File: src/sv/npcs_pkg.sv
`timescale 1ns / 1ps

package npcs_pkg;

  // Palette geometry
  localparam int PALETTE_DEPTH    = 256;
  localparam int SEARCHED_ENTRIES = 255;
  localparam int SCAN_LIMIT       = (SEARCHED_ENTRIES < PALETTE_DEPTH) ?
                                    SEARCHED_ENTRIES : PALETTE_DEPTH;
  localparam int IDX_W            = $clog2(PALETTE_DEPTH);

  // Color and distance widths
  localparam int CH_W    = 8;
  localparam int RGB_W   = 3 * CH_W;
  localparam int DIST_W  = 10;
  localparam int BEST_W  = 11;
  localparam logic [BEST_W-1:0] DIST_START = BEST_W'(1024);

  // Opcodes
  localparam logic OP_WRITE  = 1'b0;
  localparam logic OP_SEARCH = 1'b1;

  // Sequencer states
  localparam logic ST_IDLE = 1'b0;
  localparam logic ST_SCAN = 1'b1;

  typedef logic [RGB_W-1:0] rgb_t;

endpackage

File: src/sv/npcs_dist.sv
`timescale 1ns / 1ps

module npcs_dist import npcs_pkg::*; (
  input  rgb_t              entry,
  input  rgb_t              query,
  output logic [DIST_W-1:0] sad
);

  logic [CH_W-1:0] dr;
  logic [CH_W-1:0] dg;
  logic [CH_W-1:0] db;

  // Take absolute channel differences
  always_comb begin
    dr = (entry[2*CH_W +: CH_W] > query[2*CH_W +: CH_W]) ?
         entry[2*CH_W +: CH_W] - query[2*CH_W +: CH_W] :
         query[2*CH_W +: CH_W] - entry[2*CH_W +: CH_W];
    dg = (entry[CH_W +: CH_W] > query[CH_W +: CH_W]) ?
         entry[CH_W +: CH_W] - query[CH_W +: CH_W] :
         query[CH_W +: CH_W] - entry[CH_W +: CH_W];
    db = (entry[0 +: CH_W] > query[0 +: CH_W]) ?
         entry[0 +: CH_W] - query[0 +: CH_W] :
         query[0 +: CH_W] - entry[0 +: CH_W];
  end

  // Sum the three differences
  assign sad = DIST_W'(dr) + DIST_W'(dg) + DIST_W'(db);

endmodule

File: config.mk
export PLATFORM = sky130hd
export DESIGN_NAME = npcs_dist
export DESIGN_NICKNAME = d
export VERILOG_FILES = /design/src/sv/npcs_pkg.sv /design/src/sv/npcs_dist.sv
export SDC_FILE = /design/constraint.sdc
export NUM_CORES = 1
export LEC_CHECK = 0
export BUFFER_PORTS_ARGS = -buffer_cell sky130_fd_sc_hd__clkbuf_2
export CORE_MARGIN = 10
export CORE_UTILIZATION = 53
export DETAILED_ROUTE_END_ITERATION = 8
export GPL_TIMING_DRIVEN = 0
export PLACE_DENSITY = 0.87
export SYNTH_ARGS = -nofsm -noshare
export SYNTH_HDL_FRONTEND = slang
export SYNTH_SLANG_ARGS = --single-unit
File: constraint.sdc
create_clock -name vclk -period 4.05
set_input_delay 0.2025 -clock vclk [all_inputs]
set_output_delay 0.2025 -clock vclk [all_outputs]
set_load 0.05 [all_outputs]
After elaboration in Yosys (flattened, before gate mapping)
Index checks and enable logic that the tools add are counted.
{"block": "word_totals", "reg_bits": 0, "latch_bits": 0, "mem_bits_rw": 0, "rom_bits": 0, "input_bits": 48, "n_memories": 0}
{"block": "classes", "addsub": 8, "n_mul": 0, "div": 0, "n_lt_le_gt_ge": 3, "n_eq_ne": 0, "n_shift": 0, "mux": 3, "bitwise_logic": 0, "reduce_logical": 0}
{"operator": "8-bit subtractor", "n": 6}
{"operator": "8-bit greater-than comparator", "n": 3}
{"operator": "8-bit 2-to-1 mux", "n": 3}
{"operator": "9-bit by 8-bit adder with 10-bit output", "n": 1}
{"operator": "8-bit by 8-bit adder with 9-bit output", "n": 1}

Depth between registers and ports, before layout
{"block": "logic_depth", "word_depth": 4, "ltp_mapped": 19}

Worst setup path after synthesis
No wires, ideal clock.
{"block": "synth_path", "kind": "input -> output", "from": "in entry[0]", "to": "out sad[7]", "t_arrival_ps": 4254, "setup_slack_ps": -406, "path_stages": 16, "n_path_buf": 0, "path_cell_list": "inv_1 -> ha_1 -> inv_1 -> fa_1 -> nand3_1 -> a21oi_2 -> o41ai_4 -> mux2i_1 -> xor2_1 -> fa_1 -> fa_1 -> nor2b_1 -> o21ai_0 -> a21boi_0 -> o21ai_0 -> a21oi_1"}
{"block": "synth_between", "elab_chain_cells": 3, "elab_cells_between_ends": 5, "cone_classes": "add/sub (3); order compare (1); mux (1)"}
{"item": "start, declared", "line": "npcs_dist.sv:4", "source": "input rgb_t entry,"}
{"item": "8-bit subtractor (tied with other cells)", "line": "npcs_dist.sv:23", "source": "query[0 +: CH_W] - entry[0 +: CH_W];"}
{"item": "8-bit 2-to-1 mux *", "line": "npcs_dist.sv:21", "source": "db = (entry[0 +: CH_W] > query[0 +: CH_W]) ?"}
{"item": "9-bit by 8-bit adder with 10-bit output *", "line": "npcs_dist.sv:27", "source": "assign sad = DIST_W'(dr) + DIST_W'(dg) + DIST_W'(db);"}
{"item": "end, declared", "line": "npcs_dist.sv:6", "source": "output logic [DIST_W-1:0] sad"}
Every way passes the cells marked *; elsewhere a longest branch is shown, timed or not.

Worst setup path in the final report
{"block": "layout_path", "from": "in entry[8]", "to": "out sad[9]"}
{"block": "layout_between", "elab_chain_cells": 4, "elab_cells_between_ends": 6, "cone_classes": "add/sub (4); order compare (1); mux (1)"}
{"item": "8-bit subtractor (tied with other cells)", "line": "npcs_dist.sv:20", "source": "query[CH_W +: CH_W] - entry[CH_W +: CH_W];"}
{"item": "8-bit 2-to-1 mux *", "line": "npcs_dist.sv:18", "source": "dg = (entry[CH_W +: CH_W] > query[CH_W +: CH_W]) ?"}
{"item": "8-bit by 8-bit adder with 9-bit output *", "line": "npcs_dist.sv:27"}
{"item": "9-bit by 8-bit adder with 10-bit output *", "line": "npcs_dist.sv:27"}
Marked as above.

==> implementation parameters <==
Parameter                              Value

Outcome
  Result of the run    complete, but fails checks
  Violated checks    setup timing

Logic synthesis
  Post-synth design cell area    approximately 2500 um2
  Average size of a mapped cell    ~7.8 um2
  Yosys top cell by area    sky130_fd_sc_hd__ha_1
  Number of warnings printed during yosys synthesis    0
  Net Count, Synth    around 440
  Post-synth top area share    0.2567
  Share of synthesized area occupied by flip-flops and latches    0
  Number of instances in the synthesized netlist    between 300 and 400
  Most area-consuming cells after synthesis    sky130_fd_sc_hd__ha_1 (26%), sky130_fd_sc_hd__fa_1 (12%), sky130_fd_sc_hd__inv_1 (10%)
  Distinct cells, synth    44

GRT
  Wire length of the first global-routing pass    11,790 um
  Initial antenna violation count    0
  Maximum number of pins on one net before global-route repair    11
  Vias in the first global route    ~2,800
  Leftover overflow at the end of global routing    0
  Total Routing Usage GR    0.1776

Die
  Initial standard-cell utilization of the core    0.5403
  Die Ht    roughly 89 um
  Count of boundary I/O pins    between 50 and 60
  Die outline area    ~7900 um2
  Floorplan Core Area    ~4700 um2
  Horiz. Die Dim    slightly below 90 um
  Cell row count    25

Finish
  Area of the multi-input gates    around 2500 um2
  Area Growth Syn to Fin    31.19%
  # diodes    0
  Sequential cell area in the final layout    0 um2
  Net count reported at finish    about 510
  Clock buffer cells    0
  Flip-flop and latch count    0
  Share of final-layout standard cells stronger than drive strength 1    0.3561
  Number of fillers in the final layout    ~350

Power
  Share of total power in combinational logic    1.000
  Cell Pwr Density    696.2 nW/um2
  Switching power as a share of total power    0.6064
  Power Total    2.315 mW
  Leakage power summed over all cells    1.774 nW
  Net switching component of the power    roughly 1.4 mW
  Sequential share of power    0
  Portion of total power attributed to the clock network    0
  Cell-internal power    ~910 uW
  Maximum vdd drop    between 0.7 and 0.8 mV

Drt
  Total via count after detailed routing    2,621
  Per-cell routed wire length    between 15 and 20 um
  Remaining number of nets flagged by the antenna check after routing    0
  Aggregate routed wire length    ~7200 um
  Via density per instance    5.824
  Total DRC errors in the routed layout    0
  Violation count after the first detailed-route iteration    about 150
  First-pass detailed-route iteration total    5

STA
  Rel. slew slack    0.6831
  Setup WS post-layout    -0.08993 ns
  Number of max-slew violations in the final report    0
  Part of the cycle the worst path needs    1.022
  Accumulated negative setup slack    -0.1685 ns
  Final critical path time including I/O delays and setup    4.140 ns
  Final Hold Viols    0
  Worst slew pin tran    between 0.4 and 0.5 ns
  Final number of setup-violating endpoints    4
  Fmax achieved    241.6 MHz
  Setup repair after global routing missed its margin    yes

Critical path
  Required @ worst endpoint    3.85 ns
  Delay of the slowest cell on the worst path    approximately 0.46 ns
  Arr. time, crit path    slightly below 4 ns
  Critical path cell sequence    buf_8 > inv_4 > ha_4 > inv_2 > fa_2 > a211oi_4 > nor3_2 > o21ai_2 > buf_4 > mux2i_2 > xor2_1 > fa_1 > inv_2 > ha_4 > nor2b_4 > o21ai_4 > a21boi_2 > o31a_1 > o21ba_2 > buf_8
  Buffer and inverter count on the worst path    6
  Critical Path Start Type    input pin
  Slowest stage cell, crit path    sky130_fd_sc_hd__fa_1
  Element type at the critical path end    output port
  Count of cell instances traversed by the critical path    20
  CP Max Fanout    4
  WS Path Type    in -> out
  Cell family with most CP delay    compound AO/OA/AOI/OAI gates

Placement
  Detailed placer's ending HPWL    about 5400 um
  Port-buffer cells    58
  Placer congestion estimate    0.9003

Hold path
  Worst min-delay path category    in -> out
  Depth of the worst hold-timing path    5

Run
  Number of max-cap violations    0

Clock network
  Quantity of hold-fixing buffers added after cts    0
==> metal layers <==
metal / part of all wire / global-route usage
met5: 0 / 0
met4: 0.039 / 0.06503
met3: 0.066 / 0.02188
met2: 0.52 / 0.3406
met1: 0.37 / 0.1921
==> metrics by stage <==
step	hold WS [ns]	util	worst slack [ns]	cells	area (um2)
5_1_grt	1.263	0.7088	-0.2451	450	3326
3_3_place_gp	1.230	0.6259	-0.5525	439	2937
4_1_cts	1.226	0.6875	-0.01824	447	3226
2_1_floorplan	1.121	-	-0.007611	327	2579
3_5_place_dp	1.246	0.6259	-0.6596	439	2937
6_report	1.211	0.7088	-0.08993	450	3326
==> placed cells by master (no fill, tap or decap), types with 6 or more instances in the layout <==
master	count
sky130_fd_sc_hd__clkbuf_2	52
sky130_fd_sc_hd__nor2_1	7
sky130_fd_sc_hd__a211oi_1	6
sky130_fd_sc_hd__xnor2_1	9
sky130_fd_sc_hd__a21o_1	13
sky130_fd_sc_hd__inv_2	7
sky130_fd_sc_hd__ha_1	43
sky130_fd_sc_hd__mux2i_1	12
sky130_fd_sc_hd__o21ai_0	7
sky130_fd_sc_hd__a31oi_1	6
sky130_fd_sc_hd__inv_1	62
sky130_fd_sc_hd__ha_4	7
sky130_fd_sc_hd__nand2_1	18
sky130_fd_sc_hd__fa_1	11
sky130_fd_sc_hd__a21oi_1	20
sky130_fd_sc_hd__nand3_1	7
sky130_fd_sc_hd__xor2_1	7
sky130_fd_sc_hd__buf_4	17
==> final cells by class <==
cell class,count,area share
Buffer,8,0.01919
Timing Repair Buffer,73,0.1366
Multi-Input combinational cell,245,0.7442
Tap cell,54,0.02032
Inverter,70,0.07976
==> cells in the mapped netlist, drive strengths merged <==
cell,number
or2,1
ha,52
o21ai,10
nor3,4
a211oi,8
o21bai,1
nand3,9
and4,2
o21ba,1
nand3b,5
o22a,1
xnor2,11
o221ai,1
o31a,2
or3,1
nor2,8
clkbuf,4
buf,8
nor2b,3
a21boi,1
a21o,13
and2,1
mux2i,17
a221o,2
a31oi,6
xor2,8
o21a,2
fa,15
a221oi,2
nand2,18
mux2,4
a21oi,27
inv,70
o221a,2
nand4,5
o22ai,1
o41ai,1
==> power by group through the flow <==
| stage | clock network [mW] | logic (mW) | registers [mW] |
|---|---|---|---|
| floorplan | 0 | 1.45 | 0 |
| CTS | 0 | 2.15 | 0 |
| finish | 0 | 2.32 | 0 |
| global placement | 0 | 1.76 | 0 |
| global route | 0 | 2.47 | 0 |
| detailed placement | 0 | 1.81 | 0 |
==> timing repair <==
item                                    4_1_cts  5_1_grt
pin swaps                                    27       17
buffers inserted                             12        3
endpoints found under the setup margin        6        6
gates resized for setup                      51       22
==> cells by family (layout without fill, tap and decap cells) <==
logic type                 after synthesis  after routing  synth area share
and+or+nand+nor                         57             57            0.1140
AOI/OAI and AO/OA                       81             81            0.2266
xor gates and xnor gates                19             19           0.06565
buffers and inverters                   82            151            0.1338
adders and majority gates               67             67            0.3751
muxes                                   21             21           0.08489
==> path summary, 6_finish.rpt <==
| path | startpoint | endpoint | slack (ns) |
|---|---|---|---|
| setup / recovery | entry[8] | sad[9] | -0.09 |
| hold / removal | query[8] | sad[0] | 1.21 |
(Power assumes the default switching activity.)
